[config.mk]
export PLATFORM = sky130hd
export DESIGN_NAME = adll_ram
export DESIGN_NICKNAME = d
export VERILOG_FILES = /design/src/hw/rtl/array_doubly_linked_list_core_macros.svh /design/src/hw/rtl/adll_ram.sv
export SDC_FILE = /design/constraint.sdc
export NUM_CORES = 1
export LEC_CHECK = 0
export BUFFER_PORTS_ARGS = -buffer_cell sky130_fd_sc_hd__buf_2
export CORE_UTILIZATION = 40
export DETAILED_ROUTE_END_ITERATION = 10
export HOLD_SLACK_MARGIN = 0.08
export PLACE_DENSITY_LB_ADDON = 0.25
export SLEW_MARGIN = 40
export SYNTH_ARGS = -nofsm -noshare
export SYNTH_HDL_FRONTEND = slang
export SYNTH_SLANG_ARGS = --single-unit
export TNS_END_PERCENT = 50
[constraint.sdc]
create_clock -name clk -period 5.6 [get_ports clk]
set_input_delay 1.12 -clock clk [delete_from_list [all_inputs] [get_ports clk]]
set_output_delay 1.12 -clock clk [all_outputs]
set_load 0.02 [all_outputs]
[src/hw/rtl/array_doubly_linked_list_core_macros.svh]
// Assertion macros for the array doubly linked list core.
// Each macro expects the signals clk and rst to be in scope where it is used.
`ifndef ARRAY_DOUBLY_LINKED_LIST_CORE_MACROS_SVH
`define ARRAY_DOUBLY_LINKED_LIST_CORE_MACROS_SVH

// Checks that a condition holds at every clock edge outside reset.
`define ADLL_ASSERT_ALWAYS(name, expr, msg) \
  name: assert property (@(posedge clk) disable iff (rst) (expr)) else $error(msg);

// Checks that a consequent holds in the same cycle as its antecedent.
`define ADLL_ASSERT_IMPLY(name, ante, cons, msg) \
  name: assert property (@(posedge clk) disable iff (rst) (ante) |-> (cons)) else $error(msg);

`endif

[src/hw/rtl/adll_ram.sv]
// Generic single-port-write, single-port-read synchronous RAM.
// Registered read with enable; no dependencies.
module adll_ram #(
  parameter int WIDTH = 8,
  parameter int DEPTH = 16
) (
  input  logic                     clk,
  input  logic                     we,
  input  logic [$clog2(DEPTH)-1:0] waddr,
  input  logic [WIDTH-1:0]         wdata,
  input  logic                     re,
  input  logic [$clog2(DEPTH)-1:0] raddr,
  output logic [WIDTH-1:0]         rdata
);

  logic [WIDTH-1:0] mem [DEPTH];

  // Write port and registered read port; read data holds while re is low.
  always_ff @(posedge clk) begin
    if (we) begin
      mem[waddr] <= wdata;
    end
    if (re) begin
      rdata <= mem[raddr];
    end
  end

endmodule
**Word-level counts from Yosys, hierarchy flattened**

Memory sizes are Yosys's and may differ from the RTL's. A register that Yosys moved wholly into a read port is not among the register bits.
Index checks and enable logic that the tools add are counted.

- Word-level logic and storage cells: 3
- Bits in registers: 0
- Input port bits: 19
- Memories kept: 1
- Output and inout port bits: 8
- Bits in writable memories: 128

Memories:

| name | depth | bits a word | read ports | clocked after memory_dff | write ports | line | source |
|---|---|---|---|---|---|---|---|
| mem | 16 | 8 | 1 | 1 | 1 | adll_ram.sv:16 | `logic [WIDTH-1:0] mem [DEPTH];` |

- Muxes and demuxes: 2

Operators with widths:

| operator | count |
|---|---|
| 1-bit two-way mux | 2 |

**Longest topological paths before layout**

Gate-level depths: netlist of run 1.

- Word-level depth: 2
- Mapped depth: 5
- Mapped depth without buffers: 3

**Worst setup path before layout of run 1**

OpenSTA, ideal clock, no wires.

- Path type: input to register
- Start point: input waddr[2]
- End point: memory mem[0][0] (enable)
- Arrival: 2.230 ns
- Path buffers: 0
- Required time: 5.217 ns
- Stages: 2
- Slack: 2.987 ns
- Library setup time: 0.383 ns
- Cells stage by stage: or3b_2 > nor3_1

RTL lines:

| element | line | source |
|---|---|---|
| start: declaration | adll_ram.sv:9 | `input logic [$clog2(DEPTH)-1:0] waddr,` |
| end: declaration | adll_ram.sv:16 |  |

Straight into the memory's write port.

==> parameters.txt, run 1 <==
Parameter                              Value

Pwr
  Sequential share of power ... 0.481
  Internal Dissipation ... 1.93 mW
  Logic gate share of total power ... 0.044
  Power Dens Cells ... 389 nW/um^2
  Switching share of total power ... 0.197
  Switching component of the power ... 471 uW
  Largest vdd supply drop ... 0.000248 V
  Leakage ... 2.01 nW
  Clock network power share ... 0.475

Clock network
  Level count of the clock H-tree ... 4
  Hold-fix buffer count after cts ... 0
  Clock Tree Buf Depth ... 2
  Cts bufs inserted ... 17
  Clock transition at path regs ... 0.06 ns
  Number of sinks handled by clock tree synthesis ... 136
  Clock latency on the worst-skew pair ... 0.42 ns
  Postcts setup bufs ... 0
  CTS tree ... done
  PostCTS Resize Cnt ... 0
  Cell chosen for the clock root ... clkbuf_16

Synth
  Synth Cell Area ... 5230 um^2
  Number of synthesized register bits ... 136
  Synthesis warning total ... 0
  Net count of the mapped netlist ... 248
  Cell accounting for the most synthesized area ... edfxtp_1
  Top-area cell type share of the netlist area ... 0.781
  Syn Area/Cell ... 22.8 um^2
  Dominant cells by area after synthesis ... edfxtp_1 (78%), mux4_2 (7.8%), mux4_1 (7.0%)
  Number of unique standard cell types used by synthesis ... 18
  Syn Inst Count ... 229
  Sequential-to-total area share from yosys stat ... 0.781

Detailed routing
  First-pass iteration count of the detailed router ... 4
  Post-DRT Antenna Nets ... 0
  Routed WL per cell ... 22.2 um
  Total number of vias ... 2339
  Per-cell via count in the routed design ... 5.17
  Number of remaining DRC errors ... 0
  Initial detailed-routing violation count ... 174
  Overall routed net length ... 10.0 mm

Timing
  Total count of max-transition violations in the final report ... 0
  Minimum clock period ... 2.44 ns
  Highest achievable clock rate ... 410 MHz
  RSZ-0062 raised after global routing ... false
  Final period util ... 0.435
  Skew final ... 0.0111 ns
  Setup-failing EPs final ... 0
  Sum of negative setup slack ... 0 ns
  Pin slew with the least headroom to its limit ... 0.821 ns
  Fin. Hold Viols ... 0
  Worst relative slew slack ... 0.452

Global routing
  Vias in the first global route ... 2445
  Most heavily used metal layer in global routing ... met2
  Gr ovfl total ... 0
  Initial antenna violation count ... 0
  Global Route met2 Usage ... 0.250
  Global-route wire length before repair ... 15.3 mm
  Met1 usage ... 0.231
  Maximum number of pins on one net before global-route repair ... 33
  All-Layer GR Usage ... 0.169
  Met3 routing resource usage after global routing ... 0.0545

Cells and area
  Final core area utilization ... 0.486
  Multi-input combinational cell area ... 1100 um^2
  Area taken by flip-flops and latches ... 4080 um^2
  Diodes inserted ... 0
  Most frequent cells in the layout ... edfxtp_1 (136), buf_2 (25), mux4_2 (18)
  Layout overhead on the synthesized area ... 17.9%
  Final net count ... 286
  Most frequent standard cell in the layout excluding fill and tap cells ... edfxtp_1
  Layout fillers ... 1035
  Share of post-route cells with drive strength above 1 ... 0.321

Status
  Run status ... finished, final reports clean

Setup path
  Stage delay of the slowest cell on the critical path ... 0.58 ns
  Worst-path maximum fanout ... 32
  Critical path cell sequence ... buf_4, mux4_2, a22oi_1, nand2_1
  Cell class contributing the biggest share of worst-path delay ... multiplexers
  Cell type of the slowest stage on the worst timing path ... mux4_2
  Startpoint type of the worst setup path ... input pin
  Worst path bufs/invs ... 1
  Capturing element type of the critical path ... flop
  Arrival time at the worst endpoint ... 2.60 ns
  Crit Path Category ... input pin to flop
  Required time reported for the critical path endpoint ... 5.76 ns

Die
  I/O pin total ... 27
  Core area ... 12700 um^2
  Starting utilization of the core area ... 0.413
  DIE HEIGHT ... 116 um
  Number of rows in the core area ... 41
  Total die area ... 13500 um^2
  Chip width ... 116 um

Placement
  Count of buffers from port buffering ... 26
  Post-DP HPWL ... 6.05 mm
  Placer's final routability congestion estimate ... 0.679

Job
  Maximum Capacitance Violations ... 0

Min path
  Worst hold-check path type ... flop to flop
registers in the layout, summed over array words and instances (netlist names):
name,count
mem,128
rdata,8
power by group through the flow:
stage          clock, mW  combinational, mW  sequential, mW
2_1_floorplan          0             0.0579            1.18
3_3_place_gp           0              0.105            1.17
3_5_place_dp           0              0.108            1.17
4_1_cts             1.15              0.108            1.15
5_1_grt             1.19              0.117            1.16
6_report            1.14              0.106            1.15
metrics by stage:
stage                     hold slack [ns]  worst slack (ns)  power, mW  instance area [um^2]  cells
after floorplan                     0.705              2.99       1.24                  5230    229
after global placement              0.732              2.28       1.28                  5510    420
after detailed placement            0.732              2.65       1.28                  5550    420
after CTS                           0.745              3.09       2.41                  6160    452
after global routing                0.776              3.03       2.46                  6160    452
final                               0.748              3.16       2.40                  6160    452
logic make-up (layout without fill, tap and decap cells):
logic type      count (synthesis)  in the layout  synth area share
compound gates                 16             16            0.0230
buf+inv                        10             61            0.0165
flops                         136            136             0.781
mux                            32             32             0.148
simple gates                   35             35            0.0314
synthesized netlist by cell type (all sizes together):
cell	instances
a22oi	16
and2	1
and2b	1
buf	7
clkdlybuf4s25	3
edfxtp	136
mux4	32
nand2	9
nand2b	2
nand3	1
nand3b	2
nor2	13
nor2b	1
nor3	4
or3b	1
final cells by class:
class / instances / area share
flip-flops and latches: 136 / 0.663
clock buffers: 18 / 0.0696
repair buffers: 29 / 0.0252
well taps: 172 / 0.0349
multi-input cells: 83 / 0.178
clock inverters: 14 / 0.0294
per-layer routing:
metal / up-vias / part of all wire
met5: - / 0
met4: 0 / 0.015
met3: 16 / 0.069
met2: 68 / 0.47
met1: 1198 / 0.44
li1: 1057 / -
path summary, 6_finish.rpt:
| path | from | endpoint | slack (ns) | depth (start not counted) |
|---|---|---|---|---|
| setup reg to reg | mem[8][6]$_DFFE_PP_ | rdata[6]$_DFFE_PP_ | 4.12 | 3 |
| setup / recovery | raddr[0] | rdata[6]$_DFFE_PP_ | 3.16 | 4 |
| hold / removal | mem[15][3]$_DFFE_PP_ | rdata[3]$_DFFE_PP_ | 0.75 | 3 |
| hold reg to reg | mem[15][3]$_DFFE_PP_ | rdata[3]$_DFFE_PP_ | 0.75 | 3 |
worst reg2reg max path: stages (launching register included):
cell and delay (ns):
edfxtp_1 0.37, mux4_2 0.47, a22oi_1 0.30, nand2_1 0.09
No activity file was read; power rests on OpenSTA's default activity.
==> run 2: changes to the inputs <==
clock period = 2.35 ns   (was 5.6 ns; I/O delays follow)
==> run 2 against run 1 <==
  * Combinational power grew to 2.5 times the previous value
  * Non-clock buffer count is 19 higher
  * Sequential cell count is the same
  * Sequential power increased by 140%
  * Cell count increased by 4.2%
  * Wire length is 1.3% lower
  * Total power increased by 130%
  * Via count is 4.5% higher
  * Critical endpoint is now rdata[4]$_DFFE_PP_
==> parameters.txt, run 2 (synthesized netlist as in run 1, its figures left out) <==
Parameter                              Value

Detailed routing
  Number of remaining DRC errors ... 0 (unchanged)
  Initial detailed-routing violation count ... 128 (was 174)
  Routed WL per cell ... 21.0 um (was 22.2 um)
  Per-cell via count in the routed design ... 5.19 (was 5.17)
  Post-DRT Antenna Nets ... 0 (unchanged)
  Overall routed net length ... 9.89 mm (was 10.0 mm)
  First-pass iteration count of the detailed router ... 4 (unchanged)
  Total number of vias ... 2445 (was 2339)

Global routing
  Met3 routing resource usage after global routing ... 0.0457 (was 0.0545)
  Most heavily used metal layer in global routing ... met2 (unchanged)
  Met1 usage ... 0.215 (was 0.231)
  Initial antenna violation count ... 0 (unchanged)
  Maximum number of pins on one net before global-route repair ... 33 (unchanged)
  Gr ovfl total ... 0 (unchanged)
  Vias in the first global route ... 2499 (was 2445)
  Global-route wire length before repair ... 14.9 mm (was 15.3 mm)
  Global Route met2 Usage ... 0.259 (was 0.250)
  All-Layer GR Usage ... 0.165 (was 0.169)

Timing
  Fin. Hold Viols ... 0 (unchanged)
  Sum of negative setup slack ... 0 ns (unchanged)
  Minimum clock period ... 1.63 ns
  RSZ-0062 raised after global routing ... false (unchanged)
  Pin slew with the least headroom to its limit ... 0.404 ns (was 0.821 ns)
  Skew final ... 0.00608 ns (was 0.0111 ns)
  Highest achievable clock rate ... 614 MHz
  Total count of max-transition violations in the final report ... 0 (unchanged)
  Worst relative slew slack ... 0.731 (was 0.452)
  Final period util ... 0.693
  Setup-failing EPs final ... 0 (unchanged)

Setup path
  Critical Path Sink ... rdata[4]$_DFFE_PP_ (was rdata[6]$_DFFE_PP_)
  Timing startpoint of the critical path ... raddr[0] (unchanged)
  Startpoint type of the worst setup path ... input pin (unchanged)
  Arrival time at the worst endpoint ... 1.78 ns (was 2.60 ns)
  Stage delay of the slowest cell on the critical path ... 0.52 ns (was 0.58 ns)
  Reg2reg end ... rdata[4]$_DFFE_PP_ (was rdata[6]$_DFFE_PP_)
  Cell type of the slowest stage on the worst timing path ... mux4_2 (unchanged)
  Critical path cell sequence ... buf_2, buf_4, mux4_2, a22oi_1, nand2_1 (was buf_4, mux4_2, a22oi_1, nand2_1)
  Register-to-register setup slack ... 0.85 ns (was 4.12 ns)
  Required time reported for the critical path endpoint ... 2.50 ns (was 5.76 ns)
  Crit Path Category ... input pin to flop (unchanged)
  Worst reg-to-reg path cell count ... 3 (unchanged)
  Worst-path maximum fanout ... 6 (was 32)
  Source of the worst register-to-register timing path ... mem[3][4]$_DFFE_PP_ (was mem[8][6]$_DFFE_PP_)
  Capturing element type of the critical path ... flop (unchanged)

Placement
  Placer's final routability congestion estimate ... 0.672 (was 0.679)
  Count of buffers from port buffering ... 26 (unchanged)
  Post-DP HPWL ... 6.25 mm (was 6.05 mm)

Pwr
  Power Dens Cells ... 890 nW/um^2 (was 389 nW/um^2)
  Internal Dissipation ... 4.49 mW (was 1.93 mW)
  Logic gate share of total power ... 0.048 (was 0.044)
  Clock network power share ... 0.460 (was 0.475)
  Leakage ... 2.12 nW (was 2.01 nW)
  Largest vdd supply drop ... 0.000446 V (was 0.000248 V)
  Switching component of the power ... 1.09 mW (was 471 uW)
  Sequential share of power ... 0.492 (was 0.481)
  Switching share of total power ... 0.196 (was 0.197)

Clock network
  Clock Tree Buf Depth ... 2 (unchanged)
  Level count of the clock H-tree ... 4 (unchanged)
  Clock latency on the worst-skew pair ... 0.41 ns (was 0.42 ns)
  Postcts setup bufs ... 0 (unchanged)
  CTS tree ... done (unchanged)
  PostCTS Resize Cnt ... 0 (unchanged)
  Number of sinks handled by clock tree synthesis ... 136 (unchanged)
  Cell chosen for the clock root ... clkbuf_16 (unchanged)
  Clock transition at path regs ... 0.06 ns (about the same)
  Cts bufs inserted ... 17 (unchanged)
  Hold-fix buffer count after cts ... 0 (unchanged)

Cells and area
  Area taken by flip-flops and latches ... 4080 um^2 (unchanged)
  Final core area utilization ... 0.495 (was 0.486)
  Diodes inserted ... 0 (unchanged)
  Largest registers in the final layout ... mem (128), rdata (8) (unchanged)
  Multi-input combinational cell area ... 1060 um^2 (was 1100 um^2)
  Layout fillers ... 1035 (unchanged)
  Most frequent standard cell in the layout excluding fill and tap cells ... edfxtp_1 (unchanged)
  Register containing the most flip-flops in the final layout ... mem (unchanged)
  Final net count ... 305 (was 286)
  Layout overhead on the synthesized area ... 20.0% (was 17.9%)
  Number of flip-flops in the largest register ... 128 (unchanged)
  Most frequent cells in the layout ... edfxtp_1 (136), buf_2 (26), buf_4 (19) (was edfxtp_1 (136), buf_2 (25), mux4_2 (18))
  Share of post-route cells with drive strength above 1 ... 0.321 (about the same)

Min path
  Worst hold-check path type ... input pin to flop (was flop to flop)
  Hold path depth ... 1 (was 3)

Die
  DIE HEIGHT ... 116 um (unchanged)
  Chip width ... 116 um (unchanged)
  Total die area ... 13500 um^2 (unchanged)
  Starting utilization of the core area ... 0.413 (unchanged)
  Core area ... 12700 um^2 (unchanged)
  I/O pin total ... 27 (unchanged)
  Number of rows in the core area ... 41 (unchanged)

Job
  Maximum Capacitance Violations ... 0 (unchanged)

Status
  Run status ... finished, final reports clean (unchanged)
==> run 2: worst max-delay path: cells and delay by family <==
family / cells / cell delay [ns]
AOI/OAI and AO/OA: 1 / 0.33
muxes: 1 / 0.52
and+or+nand+nor: 1 / 0.09
buffers and inverters: 2 / 0.37
==> run 2: layout make-up <==
| cell class | count | area share |
|---|---|---|
| tap | 172 | 0.0343 |
| clock buffer | 17 | 0.0678 |
| multi-input combinational | 83 | 0.168 |
| timing repair buffer | 48 | 0.0530 |
| sequential | 136 | 0.651 |
| clock inverter | 15 | 0.0255 |
==> run 2: power by group through the flow <==
stage	clock network, mW	logic (mW)	registers [mW]
floorplan	0	0.138	2.81
global placement	0	0.266	2.80
detailed placement	0	0.270	2.80
CTS	2.62	0.272	2.75
global route	2.72	0.291	2.75
finish	2.57	0.266	2.75
==> run 2: through the flow <==
step	hold slack, ns	instances	instance area, um^2	setup WS, ns	power, mW
after floorplan	0.569	229	5230	0.387	2.95
after global placement	0.725	439	5690	0.335	3.06
after detailed placement	0.738	439	5690	0.324	3.07
after CTS	0.427	471	6270	0.713	5.64
after global routing	0.429	471	6270	0.684	5.77
final	0.435	471	6270	0.722	5.58
==> run 2: metal layers <==
metal  share of wire  vias to the layer above
met1            0.46                     1279
met4           0.013                        0
met5               0                        -
li1                -                     1095
met2            0.49                       59
met3           0.034                       12
==> run 2: worst min-delay path by stage <==
stage	from	endpoint	slack (ns)
after floorplan	wdata[0]	mem[0][0]$_DFFE_PP_	0.57
after global placement	mem[15][3]$_DFFE_PP_	rdata[3]$_DFFE_PP_	0.72
after detailed placement	mem[8][5]$_DFFE_PP_	rdata[5]$_DFFE_PP_	0.74
after CTS	re	rdata[4]$_DFFE_PP_	0.43
after global routing	re	rdata[3]$_DFFE_PP_	0.43
final	re	rdata[3]$_DFFE_PP_	0.43
